$ cat src/hdl/mfmse_pkg.sv
// ----------------------------------------------------------------------------
// mfmse_pkg
// Shared types, constants and the CORDIC angle table for the fitness evaluator.
// ----------------------------------------------------------------------------
`default_nettype none

package mfmse_pkg;

  localparam logic [16:0] MAX_SAMPLES  = 17'd65536;
  localparam logic [31:0] PI_Q30       = 32'd3373259426;
  localparam logic signed [33:0] CORDIC_GAIN_Q30 = 34'sd652032874;
  localparam logic [4:0]  CORDIC_LAST  = 5'd19;
  localparam logic [62:0] SUM_MAX      = {63{1'b1}};
  localparam logic [33:0] FX_CLAMP     = 34'h2_0000_0000;
  localparam logic [5:0]  DIV_LAST     = 6'd62;
  localparam int          FIFO_DEPTH   = 4;
  localparam int          FIFO_AW      = 2;

  // configuration register indexes
  localparam logic [1:0] REG_COEF_A = 2'd0;
  localparam logic [1:0] REG_COEF_B = 2'd1;
  localparam logic [1:0] REG_COEF_C = 2'd2;

  typedef struct packed {
    logic [63:0] sq;
    logic        last;
  } sq_item_t;

  typedef enum logic [3:0] {
    F_IDLE, F_SQR, F_FOLD, F_PHASE, F_CORD, F_COS, F_BC, F_INNER,
    F_AMUL, F_FX, F_RES, F_SQ, F_PUSH
  } front_state_t;

  typedef enum logic [1:0] {
    B_ACC, B_DIV, B_DONE
  } back_state_t;

  function automatic logic [29:0] atan_q30(input logic [4:0] i);
    logic [29:0] v;
    unique case (i)
      5'd0:  v = 30'd843314857;
      5'd1:  v = 30'd497837829;
      5'd2:  v = 30'd263043837;
      5'd3:  v = 30'd133525159;
      5'd4:  v = 30'd67021687;
      5'd5:  v = 30'd33543516;
      5'd6:  v = 30'd16775851;
      5'd7:  v = 30'd8388437;
      5'd8:  v = 30'd4194283;
      5'd9:  v = 30'd2097149;
      5'd10: v = 30'd1048575;
      5'd11: v = 30'd524287;
      5'd12: v = 30'd262143;
      5'd13: v = 30'd131071;
      5'd14: v = 30'd65535;
      5'd15: v = 30'd32767;
      5'd16: v = 30'd16383;
      5'd17: v = 30'd8191;
      5'd18: v = 30'd4095;
      5'd19: v = 30'd2047;
      default: v = 30'd0;
    endcase
    return v;
  endfunction

endpackage

`default_nettype wire

$ cat src/hdl/mfmse_fifo.sv
// ----------------------------------------------------------------------------
// mfmse_fifo
// Short queue of squared residuals between the front and the accumulator.
// ----------------------------------------------------------------------------
`default_nettype none

module mfmse_fifo (
  input  wire logic                 clk,
  input  wire logic                 rst_n,
  input  wire logic                 push,
  input  wire mfmse_pkg::sq_item_t  wr_item,
  output logic                      full,
  input  wire logic                 pop,
  output mfmse_pkg::sq_item_t       rd_item,
  output logic                      empty
);

  mfmse_pkg::sq_item_t mem_r [mfmse_pkg::FIFO_DEPTH];
  logic [mfmse_pkg::FIFO_AW-1:0] wp_r, rp_r;
  logic [mfmse_pkg::FIFO_AW:0]   cnt_r;
  logic do_push, do_pop;

  assign full    = (cnt_r == (mfmse_pkg::FIFO_AW+1)'(mfmse_pkg::FIFO_DEPTH));
  assign empty   = (cnt_r == '0);
  assign do_push = push && !full;
  assign do_pop  = pop && !empty;
  assign rd_item = mem_r[rp_r];

  always_ff @(posedge clk) begin
    if (do_push) begin
      mem_r[wp_r] <= wr_item;
    end
  end

  always_ff @(posedge clk) begin
    if (!rst_n) begin
      wp_r  <= '0;
      rp_r  <= '0;
      cnt_r <= '0;
    end else begin
      if (do_push) begin
        wp_r <= wp_r + 1'b1;
      end
      if (do_pop) begin
        rp_r <= rp_r + 1'b1;
      end
      cnt_r <= cnt_r + (mfmse_pkg::FIFO_AW+1)'(do_push) - (mfmse_pkg::FIFO_AW+1)'(do_pop);
    end
  end

endmodule

`default_nettype wire

$ cat config.mk
export PLATFORM = sky130hd
export DESIGN_NAME = mfmse_fifo
export DESIGN_NICKNAME = d
export VERILOG_FILES = /design/src/hdl/mfmse_pkg.sv /design/src/hdl/mfmse_fifo.sv
export SDC_FILE = /design/constraint.sdc
export NUM_CORES = 1
export LEC_CHECK = 0
export BUFFER_PORTS_ARGS = -buffer_cell sky130_fd_sc_hd__buf_4
export CORE_MARGIN = 5
export CORE_UTILIZATION = 45
export CTS_CLUSTER_DIAMETER = 200
export DETAILED_ROUTE_END_ITERATION = 12
export PLACE_DENSITY_LB_ADDON = 0.1
export REMOVE_ABC_BUFFERS = 1
export SLEW_MARGIN = 20
export SYNTH_ARGS = -nofsm -noshare
export SYNTH_HDL_FRONTEND = slang
export SYNTH_SLANG_ARGS = --single-unit
$ cat constraint.sdc
create_clock -name clk -period 8.7 [get_ports clk]
set_input_delay 0.435 -clock clk [delete_from_list [all_inputs] [get_ports clk]]
set_output_delay 0.435 -clock clk [all_outputs]
set_load 0.1 [all_outputs]
Yosys cells after proc, flatten, opt, wreduce, memory -nomap -nowiden
Memory sizes are Yosys's and may differ from the RTL's. A register that Yosys moved wholly into a read port is not among the register bits.
Cells that the tools add are included.
{"block": "word_totals", "in_bits": 69, "regBits": 7, "memories": 1, "ram_bits": 260}
{"block": "op_classes", "n_addsub": 4, "n_eq_ne": 1, "n_mux": 4, "reduce_logical": 5}
{"name": "mem_r", "words": 4, "width": 65, "rd": 1, "rd_ports_with_merged_regs": 1, "wr": 1, "line_no": "mfmse_fifo.sv:18", "source": "mfmse_pkg::sq_item_t mem_r [mfmse_pkg::FIFO_DEPTH];"}
{"op": "2-bit by 1-bit adder with 2-bit output, second input constant", "count": 2}
{"op": "2-bit two-way mux", "count": 2}
{"op": "3-bit by 1-bit adder with 3-bit output", "count": 1}
{"op": "3-bit equality test, second input constant", "count": 1}
{"op": "3-bit logical NOT", "count": 1}
{"op": "3-bit by 1-bit subtractor with 3-bit output", "count": 1}
{"op": "1-bit logical AND", "count": 2}
{"op": "1-bit logical NOT", "count": 2}
{"op": "1-bit two-way mux", "count": 2}

Depth between registers and ports, before layout
Gate-level depths: netlist (run 1).
{"block": "depth", "ltp_word": 5, "depth_mapped": 11, "ltp_nobuf": 10}

Worst setup path after synthesis (run 1)
Ideal clock, no wire load.
{"block": "synth_timing", "path_kind": "register to register", "from": "reg cnt_r[2] in the netlist's numbering", "to": "mem mem_r[0][0] in the netlist's numbering (enable)", "stages_incl_launch_ff": 5, "arrival_time_ns": 2.762, "setup_slack_ns": 5.388, "period_less_slack_ns": 3.312, "cell_sequence": "dfxtp_1 > nor3b_2 > nor2b_1 > clkbuf_1 > and2_1"}
{"block": "synth_between", "elab_chain_len": 5}
{"item": "from (decl)", "line_no": "mfmse_fifo.sv:20", "source": "logic [mfmse_pkg::FIFO_AW:0] cnt_r;"}
{"item": "from (signal assigned)", "line_no": "mfmse_fifo.sv:47", "source": "cnt_r <= cnt_r + (mfmse_pkg::FIFO_AW+1)'(do_push) - (mfmse_pkg::FIFO_AW+1)'(do_pop);"}
{"item": "3-bit equality test", "line_no": "mfmse_fifo.sv:23", "source": "assign full = (cnt_r == (mfmse_pkg::FIFO_AW+1)'(mfmse_pkg::FIFO_DEPTH));"}
{"item": "via full", "line_no": "mfmse_fifo.sv:12", "source": "output logic full,"}
{"item": "1-bit logical NOT", "line_no": "mfmse_fifo.sv:25", "source": "assign do_push = push && !full;"}
{"item": "1-bit logical AND", "line_no": "mfmse_fifo.sv:25"}
{"item": "1-bit two-way mux", "line_no": "mfmse_fifo.sv:30", "source": "if (do_push) begin"}
{"item": "1-bit two-way mux (implied by the code)", "line_no": "mfmse_fifo.sv:31", "source": "mem_r[wp_r] <= wr_item;"}
{"item": "to (decl)", "line_no": "mfmse_fifo.sv:18"}
The timed path passes the listed nets, and every way through them passes these cells.

==> out/qor.yml, run 1 <==
layout:
  fin_area_um2: 12000
  finalNetCount: 616
  fillCellCount: 1673
  utilization_pct: 55.1
  syn_to_final_growth_pct: 21.0
  antennaDiodeCount: 0
  instances_no_fill: 838
  drive_above_1_share_pct: 43.7
global_routing:
  met2_usage_pct: 25.7
  met1_usage_pct: 17.9
  first_global_vias: 4784
  grt_use_total_pct: 14.4
  grt_pass1_wl_um: 27400
  grt_max_degree: 66
  overflow: 0
  met3_usage_pct: 3.45
  grt_antenna_before_repair: 0
  grt.busiest_layer: "met2"
floorplan:
  core_area_um2: 21800
  ios: 136
  initial_core_util_pct: 45.5
  die_w_um: 158
  die_h_um: 158
  die-area_um2: 25100
  rows: 54
power:
  pwr-share-seq_pct: 37.8
  irDropWorstVdd_mv: 0.239
  netSwitchingPower_mw: 1.74
  p_clk_share_pct: 25.3
  combPwrFrac_pct: 36.9
  sw_frac_of_total_pct: 39.8
  leakage_nw: 4.02
  power_density_nw_per_um2: 365
  finalPower_mw: 4.37
  cell_internal_pwr_mw: 2.63
drt:
  vias_per_cell: 5.22
  wirelength_um: 17900
  drtIter0Drc: 220
  ant_nets: 0
  routed-via-count: 4374
  drc: 0
  post_drt_wl_per_cell_um: 21.4
  drtPass1Iterations: 4
clocking:
  cts_tree: "built"
  clkTransAtPathRegs_ns: 0.06
  hold_buffers: 0
  numCtsBuffers: 28
  insertion_delay_ns: 0.52
  ctsResizeCount: 0
  post_cts_buffers: 0
  clkSinkCount: 269
  cts_root_buf: "clkbuf_16"
  htreeDepth: 1
  cts_buffer_depth: 3
logic_synthesis:
  yosysSeqAreaShare_pct: 80.6
  synth_warnings: 0
  ys_seq_elements: 269
  syn_area_per_cell_um2: 25.4
  ys_types: 22
  netlist_area_um2: 9910
  netlist_instances: 390
placement:
  dp_hpwl_um: 9890
  place_area_um2: 11100
  port_buffers: 135
  place_congestion: 0.667
  place_ws_ns: 5.77
  dp_cells: 790
outcome:
  status: "complete, no violations"
critical_path:
  required_ns: 8.27
  crit_path_max_incr_delay_ns: 0.76
  startpoint_type: "flop"
  critPathSlowestCell: "buf_4"
  cp.arrival_ns: 2.90
  cpMostUsedCell: "buf_4"
  endpoint_kind: "primary output"
  crit_type: "reg -> out"
  crit_path_cell_trace: "buf_4, mux4_2, buf_4"
  crit_fanout: 40
min_path:
  hp-class: "in -> reg"
sta:
  fin_ws_ns: 5.36
  max_freq_mhz: 300
  layout_min_cycle_time_ns: 3.34
  relSlewSlack_pct: 29.2
  whs_ns: 0.113
  finalHoldViolations: 0
  clock_skew_ns: 0.00707
  tns_ns: 0
  setup_viol_count_final: 0
  grt_setup_unrepaired: "false"
  report.final.slew_viol_count: 0
  tightest_slew_ns: 1.06
  period_share_pct: 38.4
run:
  cap_violations: 0
registers in the layout, summed over array words and instances (netlist names), named ones only:
signal and cells:
cnt_r 3, rp_r 2, mem_r 260, wp_r 2
worst max-delay path: cells and delay by family, from the launching register on:
family	cells	cell delay, ns
flip-flops	1	0.72
buffers and inverters	2	1.01
multiplexers	1	0.62
power by group through the flow:
stage	registers [mW]	logic, mW	clock network, mW
floorplan	1.69	1.29	0
CTS	1.66	1.64	1.14
detailed placement	1.69	1.64	0
global route	1.67	1.68	1.20
global placement	1.68	1.63	0
finish	1.65	1.61	1.11
final timing paths:
| path | startpoint | to | slack (ns) | cells after the start |
|---|---|---|---|---|
| worst max register to register | cnt_r[2] | cnt_r[2] | 6.26 | 10 |
| worst min-delay path | wr_item[0] | mem_r[1][0] | 0.11 | 1 |
| worst max-delay path | flop | rd_item[11] | 5.36 | 3 |
| worst min register to register | rp_r[0] | flop | 0.51 | 2 |
logic make-up (layout without fill, tap and decap cells):
group | Yosys count | count (layout) | share of synthesized area, %
AO/OA/AOI/OAI | 4 | 4 | 0.227
XOR/XNOR | 2 | 2 | 0.177
adder cells (fa/ha/maj) | 7 | 7 | 0.960
buffers and inverters | 22 | 190 | 1.86
flip-flops | 269 | 269 | 80.6
multiplexers | 67 | 67 | 15.0
AND/OR/NAND/NOR | 19 | 19 | 1.20
Yosys cell counts, drive strengths merged:
cell type	n	area, µm²
edfxtp	260	7810
fa	1	20.0
xnor2	2	17.5
or3	1	6.26
a21boi	1	7.51
nor2b	2	12.5
clkbuf	2	7.51
dfxtp	9	180
mux4	65	1460
nor3	1	10.0
nor3b	1	12.5
and2	7	43.8
o21ai	3	15.0
mux2i	2	20.0
or4bb	1	11.3
buf	14	154
nand2	6	22.5
ha	6	75.1
inv	6	22.5
routing by layer:
metal / part of all wire [%] / routed length [µm] / vias up
met1: 38 / 6900 / 2286
met2: 53 / 9550 / 116
met4: 1.5 / 268 / 0
li1: - / - / 1948
met5: 0 / 0 / -
met3: 6.8 / 1220 / 24
layout by cell type, fill, tap and decap left out, drive strengths merged, types with 2 or more instances in the layout:
master	count
bufinv	2
o21ai	3
mux2i	2
clkinv	11
ha	6
nor2b	2
mux4	65
dfxtp	9
xnor2	2
inv	6
clkbuf	35
and2	7
buf	136
edfxtp	260
nand2	6
area by class of cell:
type                            instances  area, µm²  area share (%)
Multi-Input combinational cell         99       1750            14.6
Sequential cell                       269       8000            66.7
Clock buffer                           35        748            6.24
Timing Repair Buffer                  136       1020            8.51
Clock inverter                         13        110           0.918
Tap cell                              280        350            2.92
Inverter                                6       22.5           0.188
Note: power is estimated with default switching activity, not from simulation.
==> run 2, diff against run 1 <==
--- a/config.mk
+++ b/config.mk
@@ -5,6 +5,7 @@
 export SDC_FILE = /design/constraint.sdc
 export NUM_CORES = 1
 export LEC_CHECK = 0
+export ABC_AREA = 1
 export BUFFER_PORTS_ARGS = -buffer_cell sky130_fd_sc_hd__buf_4
 export CORE_MARGIN = 5
 export CORE_UTILIZATION = 45
==> constraint.sdc (replaced) <==
create_clock -name clk -period 3.4 [get_ports clk]
set_input_delay 0.17 -clock clk [delete_from_list [all_inputs] [get_ports clk]]
set_output_delay 0.17 -clock clk [all_outputs]
set_load 0.1 [all_outputs]
==> out/qor.yml, run 2 <==
outcome:
  status: "complete, no violations"
global_routing:
  first_global_vias: 6407
  grt_antenna_before_repair: 1
  grt_max_degree: 131
  grt_use_total_pct: 16.6
  overflow: 0
  grt_pass1_wl_um: 34700
critical_path:
  timing.rr.start: "cnt_r[1]"
  critPathSlowestCell: "inv_6"
  crit_path_max_incr_delay_ns: 0.46
  required_ns: 3.23
  cp.arrival_ns: 2.51
  endpoint_kind: "primary output"
  crit_path_cell_trace: "inv_6, buf_4, nor2_1, o22ai_1, buf_4"
  cpMostUsedCell: "buf_4"
  crit_type: "reg -> out"
  path_buf_inv: 3
  crit_fanout: 66
  startpoint_type: "flop"
  critPathTopFamily: "buffers and inverters"
layout:
  fillCellCount: 1762
  syn_to_final_growth_pct: 28.2
  layout_common_cells: "edfxtp_1, buf_4, nor2_1"
  largest-register: "mem_r"
  seq_area_um2: 7990
  multi_input_area_um2: 2110
  finalNetCount: 977
  reg_top3: "mem_r: 260 flops, cnt_r: 3 flops"
  drive_above_1_share_pct: 26.5
  largest_reg_flops: 260
  instances_no_fill: 1209
  final_common_cell: "edfxtp_1"
min_path:
  hp-start: "wr_item[51]"
  hp-class: "in -> reg"
drt:
  drtPass1Iterations: 5
  wirelength_um: 22400
  drc: 0
  drtIter0Drc: 346
  vias_per_cell: 5.28
  ant_nets: 0
  post_drt_wl_per_cell_um: 18.5
  routed-via-count: 6380
clocking:
  ctsResizeCount: 0
  insertion_delay_ns: 0.52
  cts_tree: "built"
  hold_buffers: 68
  clkTransAtPathRegs_ns: 0.06
  numCtsBuffers: 29
  clkSinkCount: 269
  htreeDepth: 1
  cts_root_buf: "clkbuf_16"
  cts_buffer_depth: 3
  post_cts_buffers: 0
power:
  leakage_nw: 4.73
  finalPower_mw: 12.3
  irDropWorstVdd_mv: 0.866
  power_density_nw_per_um2: 917
sta:
  whs_ns: 0.391
  layout_min_cycle_time_ns: 2.68
  grt_setup_unrepaired: "false"
  relSlewSlack_pct: 57.2
  setup_viol_count_final: 0
  finalHoldViolations: 0
  period_share_pct: 78.7
  tightest_slew_ns: 0.641
  report.final.slew_viol_count: 0
  max_freq_mhz: 374
  clock_skew_ns: 0.0130
logic_synthesis:
  yosysSeqAreaShare_pct: 76.6
  synthFlopType: "edfxtp_1"
  synth_area_leader_cell: "edfxtp_1"
  post-synth-top-area-fraction_pct: 74.8
  synth.most_common_cell: "edfxtp_1"
  async_reset_ff_share_pct: 0
  syn_area_per_cell_um2: 15.0
  netlist_instances: 697
  ys_seq_elements: 269
  synth_area_leaders: "edfxtp_1, nor2_1, o21ai_0, o22ai_1, o22ai_2"
  synth_common_cells: "edfxtp_1, nor2_1, o21ai_0, o22ai_1, o21ai_1"
  synth_warnings: 0
  ys_types: 22
  netlist_area_um2: 10400
  synth-edff-count: 260
floorplan:
  die_h_um: 162
  ios: 136
  core_area_um2: 22700
  rows: 55
  initial_core_util_pct: 45.9
  die_w_um: 162
  die-area_um2: 26300
placement:
  dp_cells: 1087
  port_buffers: 135
  place_congestion: 0.754
  dp_hpwl_um: 12500
run:
  cap_violations: 0
run 2: cell count changes in the layout (fill, tap and decap cells not counted), moves of 6 or more:
cell,delta
o21ai_1,+35
nand2_1,+8
nor2_1,+118
o22ai_2,+20
o21ai_0,+87
dlygate4sd3_1,+68
buf_12,+6
inv_1,+11
o22ai_1,+45
nor2_4,+24
mux4_2,-65
run 2: logic make-up after synthesis:
group | synth area share [%]
flops | 76.6
compound gates | 11.8
simple gates | 7.24
buf+inv | 3.54
fa+ha+maj | 0.911
run 2: metrics by stage:
stage	utilization [%]	cell area [µm²]	worst slack (ns)	TNS [ns]
after floorplan	-	10100	-0.836	-168.60
after global placement	51.6	11700	1.29	0
after detailed placement	51.6	11700	1.27	0
after CTS	58.9	13400	0.704	0
after global routing	58.9	13400	0.616	0
final	58.9	13400	0.725	0
run 2: routing by layer:
layer	wire, µm	track usage, %	vias up
li1	-	-	3008
met1	9680	22.1	3160
met2	11200	28.5	183
met3	1200	2.74	29
met4	354	4.38	0
met5	0	0	-
run 2: cell type report:
type | instances | area share (%)
antenna | 1 | 0.0187
clock buffer | 32 | 5.51
clock inverter | 21 | 1.81
inverter | 19 | 0.571
multi-input combinational | 367 | 15.8
sequential | 269 | 59.8
tap | 285 | 2.67
timing repair buffer | 215 | 13.9
run 2: where the power goes:
| part | leakage [nW] | total [mW] | switching (mW) | internal (mW) |
|---|---|---|---|---|
| Sequential | 2.46 | 4.14 | 0.0992 | 4.04 |
| Clock | 0.477 | 3.15 | 1.21 | 1.94 |
| Combinational | 1.80 | 4.97 | 3.97 | 1.00 |
| Total | 4.73 | 12.3 | 5.28 | 6.98 |
run 2: final timing paths:
path / endpoint / slack (ns) / cells past startpoint
worst max-delay path: rd_item[46] / 0.72 / 5
worst min-delay path: mem_r[2][51] / 0.39 / 2
worst max register to register: cnt_r[2] / 1.27 / 10
worst min register to register: rp_r[0] / 0.50 / 2
