## src/hdl/mfmse_pkg.sv

```systemverilog
// ----------------------------------------------------------------------------
// mfmse_pkg
// Shared types, constants and the CORDIC angle table for the fitness evaluator.
// ----------------------------------------------------------------------------
`default_nettype none

package mfmse_pkg;

  localparam logic [16:0] MAX_SAMPLES  = 17'd65536;
  localparam logic [31:0] PI_Q30       = 32'd3373259426;
  localparam logic signed [33:0] CORDIC_GAIN_Q30 = 34'sd652032874;
  localparam logic [4:0]  CORDIC_LAST  = 5'd19;
  localparam logic [62:0] SUM_MAX      = {63{1'b1}};
  localparam logic [33:0] FX_CLAMP     = 34'h2_0000_0000;
  localparam logic [5:0]  DIV_LAST     = 6'd62;
  localparam int          FIFO_DEPTH   = 4;
  localparam int          FIFO_AW      = 2;

  // configuration register indexes
  localparam logic [1:0] REG_COEF_A = 2'd0;
  localparam logic [1:0] REG_COEF_B = 2'd1;
  localparam logic [1:0] REG_COEF_C = 2'd2;

  typedef struct packed {
    logic [63:0] sq;
    logic        last;
  } sq_item_t;

  typedef enum logic [3:0] {
    F_IDLE, F_SQR, F_FOLD, F_PHASE, F_CORD, F_COS, F_BC, F_INNER,
    F_AMUL, F_FX, F_RES, F_SQ, F_PUSH
  } front_state_t;

  typedef enum logic [1:0] {
    B_ACC, B_DIV, B_DONE
  } back_state_t;

  function automatic logic [29:0] atan_q30(input logic [4:0] i);
    logic [29:0] v;
    unique case (i)
      5'd0:  v = 30'd843314857;
      5'd1:  v = 30'd497837829;
      5'd2:  v = 30'd263043837;
      5'd3:  v = 30'd133525159;
      5'd4:  v = 30'd67021687;
      5'd5:  v = 30'd33543516;
      5'd6:  v = 30'd16775851;
      5'd7:  v = 30'd8388437;
      5'd8:  v = 30'd4194283;
      5'd9:  v = 30'd2097149;
      5'd10: v = 30'd1048575;
      5'd11: v = 30'd524287;
      5'd12: v = 30'd262143;
      5'd13: v = 30'd131071;
      5'd14: v = 30'd65535;
      5'd15: v = 30'd32767;
      5'd16: v = 30'd16383;
      5'd17: v = 30'd8191;
      5'd18: v = 30'd4095;
      5'd19: v = 30'd2047;
      default: v = 30'd0;
    endcase
    return v;
  endfunction

endpackage

`default_nettype wire

```

## src/hdl/mfmse_back.sv

```systemverilog
// ----------------------------------------------------------------------------
// mfmse_back
// Accumulates squared residuals and divides the sum by the count per data set.
// ----------------------------------------------------------------------------
`default_nettype none

module mfmse_back (
  input  wire logic                 clk,
  input  wire logic                 rst_n,
  input  wire mfmse_pkg::sq_item_t  q_item,
  input  wire logic                 q_empty,
  output logic                      q_pop,
  output logic                      out_empty,
  input  wire logic                 out_pop,
  output logic [62:0]               out_mean_error,
  output logic [16:0]               out_sample_count,
  output logic                      out_overflowed
);

  mfmse_pkg::back_state_t state_r, state_nxt;

  logic [62:0] sum_r;
  logic [16:0] cnt_r;
  logic        ovf_r;
  logic [62:0] quo_r;
  logic [16:0] rem_r, div_r;
  logic        dovf_r;
  logic [5:0]  dstep_r;
  logic        out_valid_r;
  logic [62:0] out_mean_r;
  logic [16:0] out_cnt_r;
  logic        out_ovf_r;

  logic        drop;
  logic [64:0] sum_add;
  logic        sat;
  logic [62:0] sum_new;
  logic [16:0] cnt_new;
  logic        ovf_new;
  logic [17:0] rem2;
  logic        ge;
  logic        load_out;

  always_comb begin
    drop    = (cnt_r == mfmse_pkg::MAX_SAMPLES);
    sum_add = {2'b00, sum_r} + {1'b0, q_item.sq};
    sat     = sum_add > {2'b00, mfmse_pkg::SUM_MAX};
    sum_new = drop ? sum_r : (sat ? mfmse_pkg::SUM_MAX : sum_add[62:0]);
    cnt_new = drop ? cnt_r : cnt_r + 17'd1;
    ovf_new = ovf_r || drop || sat;
    rem2    = {rem_r, quo_r[62]};
    ge      = rem2 >= {1'b0, div_r};
  end

  always_ff @(posedge clk) begin
    if (!rst_n) begin
      state_r <= mfmse_pkg::B_ACC;
    end else begin
      state_r <= state_nxt;
    end
  end

  always_comb begin
    state_nxt = state_r;
    q_pop     = 1'b0;
    load_out  = 1'b0;
    unique case (state_r)
      mfmse_pkg::B_ACC: begin
        if (!q_empty) begin
          q_pop = 1'b1;
          if (q_item.last) begin
            state_nxt = mfmse_pkg::B_DIV;
          end
        end
      end
      mfmse_pkg::B_DIV: begin
        if (dstep_r == mfmse_pkg::DIV_LAST) begin
          state_nxt = mfmse_pkg::B_DONE;
        end
      end
      mfmse_pkg::B_DONE: begin
        // hold until the result register is free
        if (!out_valid_r || out_pop) begin
          load_out  = 1'b1;
          state_nxt = mfmse_pkg::B_ACC;
        end
      end
      default: state_nxt = mfmse_pkg::B_ACC;
    endcase
  end

  always_ff @(posedge clk) begin
    if (!rst_n) begin
      sum_r       <= '0;
      cnt_r       <= '0;
      ovf_r       <= 1'b0;
      out_valid_r <= 1'b0;
    end else begin
      if (q_pop) begin
        if (q_item.last) begin
          sum_r <= '0;
          cnt_r <= '0;
          ovf_r <= 1'b0;
        end else begin
          sum_r <= sum_new;
          cnt_r <= cnt_new;
          ovf_r <= ovf_new;
        end
      end
      if (load_out) begin
        out_valid_r <= 1'b1;
      end else if (out_pop) begin
        out_valid_r <= 1'b0;
      end
    end
  end

  always_ff @(posedge clk) begin
    if (q_pop && q_item.last) begin
      quo_r   <= sum_new;
      div_r   <= cnt_new;
      dovf_r  <= ovf_new;
      rem_r   <= '0;
      dstep_r <= '0;
    end else if (state_r == mfmse_pkg::B_DIV) begin
      rem_r   <= ge ? 17'(rem2 - {1'b0, div_r}) : rem2[16:0];
      quo_r   <= {quo_r[61:0], ge};
      dstep_r <= dstep_r + 6'd1;
    end
    if (load_out) begin
      out_mean_r <= (div_r == '0) ? '0 : quo_r;
      out_cnt_r  <= div_r;
      out_ovf_r  <= dovf_r;
    end
  end

  assign out_empty        = !out_valid_r;
  assign out_mean_error   = out_mean_r;
  assign out_sample_count = out_cnt_r;
  assign out_overflowed   = out_ovf_r;

endmodule

`default_nettype wire
```

## config.mk

```make
export PLATFORM = sky130hd
export DESIGN_NAME = mfmse_back
export DESIGN_NICKNAME = d
export VERILOG_FILES = /design/src/hdl/mfmse_pkg.sv /design/src/hdl/mfmse_back.sv
export SDC_FILE = /design/constraint.sdc
export NUM_CORES = 1
export LEC_CHECK = 0
export BUFFER_PORTS_ARGS = -buffer_cell sky130_fd_sc_hd__buf_2
export CAP_MARGIN = 10
export CORE_ASPECT_RATIO = 1.1
export CORE_MARGIN = 2
export CORE_UTILIZATION = 53
export CTS_CLUSTER_SIZE = 28
export DETAILED_ROUTE_END_ITERATION = 8
export PLACE_DENSITY = 0.72
export SLEW_MARGIN = 20
export SYNTH_ARGS = -nofsm -noshare
export SYNTH_HDL_FRONTEND = slang
export SYNTH_SLANG_ARGS = --single-unit
```

## constraint.sdc

```tcl
create_clock -name clk -period 11.3 [get_ports clk]
set_clock_uncertainty 0.2 [all_clocks]
set_input_delay 0.565 -clock clk [delete_from_list [all_inputs] [get_ports clk]]
set_output_delay 0.565 -clock clk [all_outputs]
set_load 0.1 [all_outputs]
```

Yosys cells after proc, flatten, opt, wreduce, memory -nomap -nowiden
Index checks and enable logic that the tools add are counted.
{ "classes": {"addsub": 4, "order_cmp": 2, "eq_ne": 8, "muxes": 20, "reduce_logical": 10} }
{ "op_table": {"columns": ["operator", "n"], "rows": [
  ["63-bit two-way mux", 5],
  ["63-bit by 64-bit adder with 65-bit output", 1],
  ["65-bit by 63-bit > comparator with 1-bit output (second input constant)", 1],
  ["17-bit two-way mux", 3],
  ["18-bit by 17-bit greater-or-equal comparator with 1-bit output", 1],
  ["17-bit by 1-bit adder with 17-bit output (second input constant)", 1],
  ["17-bit == test (second input constant)", 1],
  ["17-bit zero test", 1],
  ["17-bit subtractor", 1],
  ["2-bit two-way mux", 4],
  ["2-bit inequality test (second input constant)", 4],
  ["1-bit two-way mux", 7],
  ["6-bit by 1-bit adder with 6-bit output (second input constant)", 1],
  ["6-bit == test (second input constant)", 1],
  ["2-bit case mux with 3 select lines", 1],
  ["4-bit AND reduction", 1],
  ["2-bit nonzero test", 2],
  ["1-bit logical OR", 3],
  ["2-bit by 1-bit == test with 1-bit output (second input constant)", 1],
  ["2-bit == test (second input constant)", 1],
  ["2-bit zero test", 1],
  ["1-bit logical AND", 1],
  ["1-bit zero test", 1]
]} }
{ "totals": {"reg_bits": 269, "in_bits": 69, "out_inout_bits": 83, "word_cells": 57} }

Depth between registers and ports, before layout
Gate-level depths: netlist of run 1.
{ "depth": {"word_depth": 5, "depth_mapped": 16, "mapped_depth_nobuf": 13} }

Worst setup path before layout of run 1
OpenSTA, ideal clock, no wires.
{ "synth_timing": {"kind": "input port to flip-flop", "from": "input port out_pop", "to": "register out_mean_r[0], in the netlist out_mean_error[0], enable pin", "setup_ns": 0.531, "t_arrival_ns": 4.289, "required_time_ns": 10.569, "slack_ns": 6.281, "stages": 2, "n_path_buf": 0, "cell_sequence": "nand2b_1 -> nor2b_1"} }
{ "synth_between": {"elab_chain_len": 3} }
{ "synth_lines": {"columns": ["item", "line", "rtl"], "rows": [
  ["start, declared", "mfmse_back.sv:14", "input wire logic out_pop,"],
  ["1-bit logical OR", "mfmse_back.sv:83", "if (!out_valid_r || out_pop) begin"],
  ["1-bit two-way mux", "mfmse_back.sv:83", null],
  ["1-bit two-way mux", "mfmse_back.sv:67", "unique case (state_r)"],
  ["via load_out", "mfmse_back.sv:42", "logic load_out;"],
  ["end signal, assigned", "mfmse_back.sv:131", "out_mean_r <= (div_r == '0) ? '0 : quo_r;"],
  ["end, declared", "mfmse_back.sv:30", "logic [62:0] out_mean_r;"]
]} }
The timed path passes the listed nets, and every way through them passes these cells.
A chain may end at the register's enable or synchronous reset.

Worst setup path after layout of run 1
{ "layout_timing": {"from": "register sum_r[0]", "to": "register quo_r[31] (data pin)"} }
{ "layout_between": {"elab_chain_len": 5} }
{ "layout_lines": {"columns": ["item", "line", "rtl"], "rows": [
  ["start, declared", "mfmse_back.sv:22", "logic [62:0] sum_r;"],
  ["start signal, assigned", "mfmse_back.sv:105", "sum_r <= sum_new;"],
  ["63-bit by 64-bit adder with 65-bit output *", "mfmse_back.sv:46", "sum_add = {2'b00, sum_r} + {1'b0, q_item.sq};"],
  ["65-bit by 63-bit > comparator with 1-bit output", "mfmse_back.sv:47", "sat = sum_add > {2'b00, mfmse_pkg::SUM_MAX};"],
  ["63-bit two-way mux * (2 in series)", "mfmse_back.sv:48", "sum_new = drop ? sum_r : (sat ? mfmse_pkg::SUM_MAX : sum_add[62:0]);"],
  ["63-bit two-way mux *", "mfmse_back.sv:119", "if (q_pop && q_item.last) begin"],
  ["end signal, assigned", "mfmse_back.sv:120", "quo_r <= sum_new;"],
  ["end signal, assigned", "mfmse_back.sv:127", "quo_r <= {quo_r[61:0], ge};"],
  ["end, declared", "mfmse_back.sv:25", "logic [62:0] quo_r;"]
]} }
Every way passes the cells marked *; elsewhere a longest branch is shown, timed or not.

==> key figures, run 1 <==
STA
  – RSZ-0062 raised after global routing: false
  – Slew headroom: 23.7%
  – Crit share post-route: 46.6%
  – Fin. Hold Viols: 0
  – Highest clock rate: 0.190 GHz
  – Slew Viols, Final: 0
  – Sum of negative setup slack: 0 ns
  – Min Tclk post-route: 5.27 ns
  – Final setup fails: 0
  – Worst-margin pin slew: 1.14 ns

Logic synthesis
  – Register area share after synthesis: 43.4%
  – Area of the mapped netlist: 16100 µm²
  – Post-Synthesis Cells: 1759
  – Synth cell count leaders: nand2_1 (198), o21ai_0 (172), edfxtp_1 (162)
  – Cell variety after synth: 77
  – EDFF count, synth: 162
  – Register bit total from synthesis: 269
  – Yosys warns: 0
  – Mapped Nets: 1914
  – Leading area contributor after synthesis: edfxtp_1
  – Async SR Flop Fraction: 0%
  – Syn Area/Cell: 9.18 µm²
  – Top FF cell, synth: edfxtp_1
  – Top cells by area, synth: edfxtp_1 (30%), dfxtp_1 (13%), ha_1 (6.5%)
  – Dominant cell by count in the synthesized netlist: nand2_1
  – Yosys top cell area share: 30.1%

Detailed routing
  – Total number of vias: 13500
  – Wirelength per Cell: 17.9 µm
  – Antenna viol nets, final: 0
  – Routed vias/inst: 5.91
  – DR pass1 iterations: 6
  – Residual DRC: 0
  – 1st-iter DRT viols: 1057
  – Post-Route WL: 40800 µm

Floorplan
  – Die area: 31900 µm²
  – Die W: 170 µm
  – Starting Density: 53.3%
  – I/O pin total: 152
  – CORE AREA: 30300 µm²
  – Row Count: 67
  – Die Y: 187 µm

Place
  – Detailed Place HPWL: 29700 µm
  – Placer Congestion: 0.973
  – Placed Instances: 2230
  – Port bufs: 151

Setup path
  – Crit-path slowest cell: buf_4
  – Startpoint Class: flop
  – Critical path type: reg2reg
  – Critical path peak fanout: 109
  – WP data arrival: 5.46 ns
  – Required @ worst endpoint: 11.49 ns
  – Crit-path cells: ha_1, inv_1, fa_1, nand2b_1, a21oi_1, o21ai_2, a21oi_2, o211ai_2, a2111oi_4, o21ai_1, a31oi_4, buf_4, o22ai_1, o21ai_0
  – Crit end category: flop
  – R2R cell count: 14
  – Worst path max stage delay: 0.94 ns

Layout
  – Register area: 7010 µm²
  – # diodes: 0
  – Layout cell share with drive strength beyond 1: 13.3%
  – Layout fillers: 2643
  – Multi-input logic area: 8370 µm²
  – Fin cells: 2280
  – Area growth syn-to-layout: 11.4%
  – Final net count: 2000

GRT
  – GRT Total Usage: 25.3%
  – Vias in the first global route: 12400
  – First-pass GRT wire length: 65100 µm
  – Initial antenna violation count: 0
  – Remaining Overflow, GRT: 0
  – Largest net degree at the start of global routing: 110

Clocking
  – TritonCTS Buffers: 27
  – CTS resizes: 0
  – # clock sinks: 269
  – H-Tree Level Count: 1
  – Clock buffer depth: 3
  – CTS Root Cell: clkbuf_16
  – Setup bufs post-CTS: 0
  – Clk_lat worst skew: 0.55 ns
  – Worst-path clk slew: 0.07 ns
  – Hold Buf Count CTS: 0
  – CTS tree: done

Outcome
  – Status: complete, no violations

Power and ir drop
  – P_int: 0.00196 W
  – Combinational Power Share: 25.0%
  – P_leak: 7.31 nW
  – Part of the power in registers: 42.0%
  – Pwr Total: 0.00281 W
  – Clk pwr share: 33.0%
  – Switching part of the total: 30.2%
  – Switch Pwr: 0.000850 W
  – VDD IR max: 0.0970 mV
  – Pwr/cell area: 156 nW/µm²

Worst hold path
  – Cells on Worst Hold Path: 3
  – Hold/Removal Path Class: in2reg

Flow run
  – Max-cap viol count: 0
-- routing by layer --
layer	routed length [µm]	global-route usage, %	part of all wire, %
met5	0	0	0
met3	2360	2.98	5.8
met4	1100	8.48	2.7
met1	18700	36.3	46
met2	18600	39.8	46
-- power groups by stage --
stage / clock [W] / combinational [W] / sequential [W]
6_report: 0.000927 / 0.000703 / 0.00118
5_1_grt: 0.000985 / 0.000783 / 0.00119
4_1_cts: 0.000940 / 0.000698 / 0.00118
3_5_place_dp: 0 / 0.000696 / 0.00120
3_3_place_gp: 0 / 0.000679 / 0.00120
2_1_floorplan: 0 / 0.000560 / 0.00118
-- cell type report --
type                            instances  area share [%]
Clock buffer                           33            4.00
Clock inverter                         17            1.09
Inverter                               82            1.71
Multi-Input combinational cell       1300            46.5
Sequential cell                       269            39.0
Tap cell                              414            2.88
Timing Repair Buffer                  165            4.79
-- logic make-up (layout without fill, tap and decap cells) --
| family | Yosys count | count (layout) | synth area share (%) |
|---|---|---|---|
| buffers and inverters | 190 | 297 | 4.91 |
| adder cells (fa/ha/maj) | 86 | 86 | 6.76 |
| XOR/XNOR | 86 | 86 | 4.67 |
| AO/OA/AOI/OAI | 588 | 588 | 23.6 |
| AND/OR/NAND/NOR | 523 | 523 | 15.6 |
| flip-flops | 269 | 269 | 43.4 |
| multiplexers | 17 | 17 | 1.06 |
-- critical path, delay by kind of cell, from the launching register on --
kind | cells | cell delay (ns)
compound gates | 9 | 2.70
fa+ha+maj | 2 | 0.61
buf+inv | 2 | 1.00
flops | 1 | 0.37
simple gates | 1 | 0.18
-- placed cells by master, fill, tap and decap left out, drive strengths merged, types with 11 or more instances in the layout --
master,count
o21ai,209
nand2,198
buf,165
edfxtp,162
dfxtp,107
a21oi,104
nor2,86
ha,84
nor2b,84
inv,84
o22ai,60
xnor2,55
a21o,43
a22oi,43
clkbuf,33
xor2,31
nand3,29
nand4,28
o221ai,25
nor3,24
mux2i,16
a31oi,16
nand2b,15
and3,15
a211oi,12
o211ai,11
-- worst paths after layout --
path,startpoint,to,slack (ns)
min,out_pop,out_valid_r$_SDFFE_PN0P_,0.22
max reg2reg,sum_r[0]$_SDFFE_PN0P_,quo_r[31]$_DFFE_PP_,6.03
max,sum_r[0]$_SDFFE_PN0P_,quo_r[31]$_DFFE_PP_,6.03
min reg2reg,dovf_r$_DFFE_PP_,out_overflowed$_DFFE_PP_,0.22
-- flip-flops by register name, summed over array words and instances (netlist names) --
name	count
cnt_r	17
div_r	17
dovf_r	1
dstep_r	6
out_mean_error	63
out_overflowed	1
out_sample_count	17
out_valid_r	1
ovf_r	1
quo_r	63
rem_r	17
state_r	2
sum_r	63
-- stage by stage --
stage / setup WS, ns / hold slack [ns] / instance area [µm²] / utilization, %
floorplan: 6.28 / 0.200 / 16100 / -
global placement: 5.91 / 0.206 / 17100 / 56.4
detailed placement: 5.78 / 0.206 / 17100 / 56.4
CTS: 6.07 / 0.182 / 18000 / 59.4
global route: 5.65 / 0.221 / 18000 / 59.4
finish: 6.03 / 0.219 / 18000 / 59.4
(Power assumes the default switching activity.)
==> run 2: changes to the inputs <==
==> constraint.sdc (replaced) <==
create_clock -name clk -period 5.35 [get_ports clk]
set_clock_uncertainty 0.2 [all_clocks]
set_input_delay 0.2675 -clock clk [delete_from_list [all_inputs] [get_ports clk]]
set_output_delay 0.2675 -clock clk [all_outputs]
set_load 0.1 [all_outputs]
==> key figures, run 2 (same netlist as run 1, synthesis figures left out) <==
Flow run
  – Max-cap viol count: 0

STA
  – Crit share post-route: 81.5%
  – Sum of negative setup slack: 0 ns
  – Highest clock rate: 0.229 GHz
  – Fin. Hold Viols: 0
  – RSZ-0062 raised after global routing: false
  – Min Tclk post-route: 4.36 ns
  – Worst-margin pin slew: 1.14 ns
  – Slew Viols, Final: 0
  – Slew headroom: 22.0%
  – Final setup fails: 0

Clocking
  – # clock sinks: 269
  – Setup bufs post-CTS: 0
  – CTS resizes: 0
  – TritonCTS Buffers: 25
  – Clk_lat worst skew: 0.53 ns
  – CTS Root Cell: clkbuf_16
  – Worst-path clk slew: 0.07 ns
  – CTS tree: done
  – H-Tree Level Count: 1
  – Clock buffer depth: 3

Setup path
  – Worst R2R Setup Slack: 0.99 ns
  – R2R cell count: 14
  – Critical path peak fanout: 48
  – Crit-path slowest cell: a31oi_4
  – Crit-path cells: ha_1, inv_1, fa_1, nand2b_1, a21oi_1, o21ai_2, a21oi_2, o211ai_2, a2111oi_4, o21ai_1, a31oi_4, buf_12, o22ai_1, o21ai_0
  – Worst path max stage delay: 0.64 ns
  – Crit end category: flop
  – Critical path type: reg2reg
  – Reg-to-Reg End: quo_r[24]$_DFFE_PP_
  – Required @ worst endpoint: 5.51 ns
  – Worst R2R Start: sum_r[0]$_SDFFE_PN0P_
  – Startpoint Class: flop
  – WP data arrival: 4.52 ns

GRT
  – Met1 Use GR: 37.1%
  – Busiest grt layer: met2
  – Remaining Overflow, GRT: 0
  – Met2 Use GR: 40.5%
  – Largest net degree at the start of global routing: 101
  – First-pass GRT wire length: 65800 µm
  – GRT Total Usage: 25.6%
  – Initial antenna violation count: 0
  – Met3 Use GR: 2.37%
  – Vias in the first global route: 12500

Detailed routing
  – Residual DRC: 0
  – Post-Route WL: 41400 µm
  – Wirelength per Cell: 18.2 µm
  – DR pass1 iterations: 6
  – Routed vias/inst: 5.93
  – 1st-iter DRT viols: 1315
  – Total number of vias: 13500
  – Antenna viol nets, final: 0

Layout
  – Layout cell share with drive strength beyond 1: 13.3%
  – Layout fillers: 2641
  – Final net count: 2005
  – Most frequent cells in the layout: nand2_1 (197), o21ai_0 (172), edfxtp_1 (162)
  – Commonest non-fill, non-tap cell in the layout: nand2_1
  – Multi-input logic area: 8360 µm²
  – Area growth syn-to-layout: 11.4%
  – Register area: 7010 µm²
  – # diodes: 0
  – Fin cells: 2281

Worst hold path
  – Hold path startpoint: q_item[0]
  – WHS Endpoint: cnt_r[0]$_SDFFE_PN0P_
  – Hold/Removal Path Class: in2reg
  – Cells on Worst Hold Path: 4

Place
  – Placer Congestion: 0.948
  – Placed Instances: 2233
  – Detailed Place HPWL: 30100 µm
  – Port bufs: 151

Outcome
  – Status: complete, no violations

Power and ir drop
  – Pwr Total: 0.00579 W
  – P_leak: 7.31 nW
  – Pwr/cell area: 322 nW/µm²
  – VDD IR max: 0.224 mV

Floorplan
  – Row Count: 67
  – Die Y: 187 µm
  – CORE AREA: 30300 µm²
  – Die area: 31900 µm²
  – I/O pin total: 152
  – Die W: 170 µm
  – Starting Density: 53.3%
==> run 2: changes by cell type in the layout (fill, tap and decap cells not counted), sizes merged <==
cell / delta
clkinvlp: -1
clkinv: -1
dlygate4sd3: +4
bufinv: -3
clkbuf: -1
buf: +3
==> run 2: worst max-delay path: cells and delay by family, from the launching register on <==
kind	cells	cell delay [ns]
AOI/OAI and AO/OA	9	2.42
adders and majority gates	2	0.61
buffers and inverters	2	0.38
DFF	1	0.36
and+or+nand+nor	1	0.19
==> run 2: routing by layer <==
metal	vias to the layer above	wire (µm)
met4	0	1240
li1	6630	-
met2	479	18900
met5	-	0
met1	6328	18800
met3	78	2560
==> run 2: area by class of cell <==
cell class                 instances  area share [%]
tap                              414            2.88
clock buffer                      32            4.03
inverter                          82            1.71
sequential                       269            39.0
multi-input combinational       1300            46.5
clock inverter                    12           0.550
timing repair buffer             172            5.34
==> run 2: power by group <==
group | internal [W] | switching [W] | leakage, nW
registers | 0.00238 | 0.000120 | 2.38
logic | 0.000627 | 0.000876 | 4.53
clock network | 0.00101 | 0.000783 | 0.409
total | 0.00401 | 0.00178 | 7.31
==> run 2: through the flow <==
stage                     utilization [%]  hold WS, ns  setup slack (ns)  cell area, µm²
after global routing                 59.4       0.0751             0.645           18000
after detailed placement             56.6        0.207              1.05           17100
final                                59.4       0.0618             0.991           18000
after CTS                            59.4       0.0354              1.05           18000
after floorplan                         -        0.200             0.519           16100
after global placement               56.6        0.204              1.21           17100
==> run 2: how the worst max path moves through the flow <==
stage / cells after the start / endpoint / start
2_1_floorplan: 2 / out_mean_error[0]$_SDFFCE_PN0P_ / state_r[0]$_SDFFE_PN0P_
3_3_place_gp: 15 / quo_r[30]$_DFFE_PP_ / q_item[1]
3_5_place_dp: 15 / quo_r[26]$_DFFE_PP_ / q_item[1]
4_1_cts: 14 / quo_r[24]$_DFFE_PP_ / sum_r[0]$_SDFFE_PN0P_
5_1_grt: 14 / quo_r[17]$_DFFE_PP_ / sum_r[0]$_SDFFE_PN0P_
6_report: 14 / quo_r[24]$_DFFE_PP_ / sum_r[0]$_SDFFE_PN0P_
==> run 2: what timing repair did <==
action,in CTS,in global routing
endpoints found under the setup margin,0,0
hold buffers,4,0
endpoints found under the hold margin,15,0
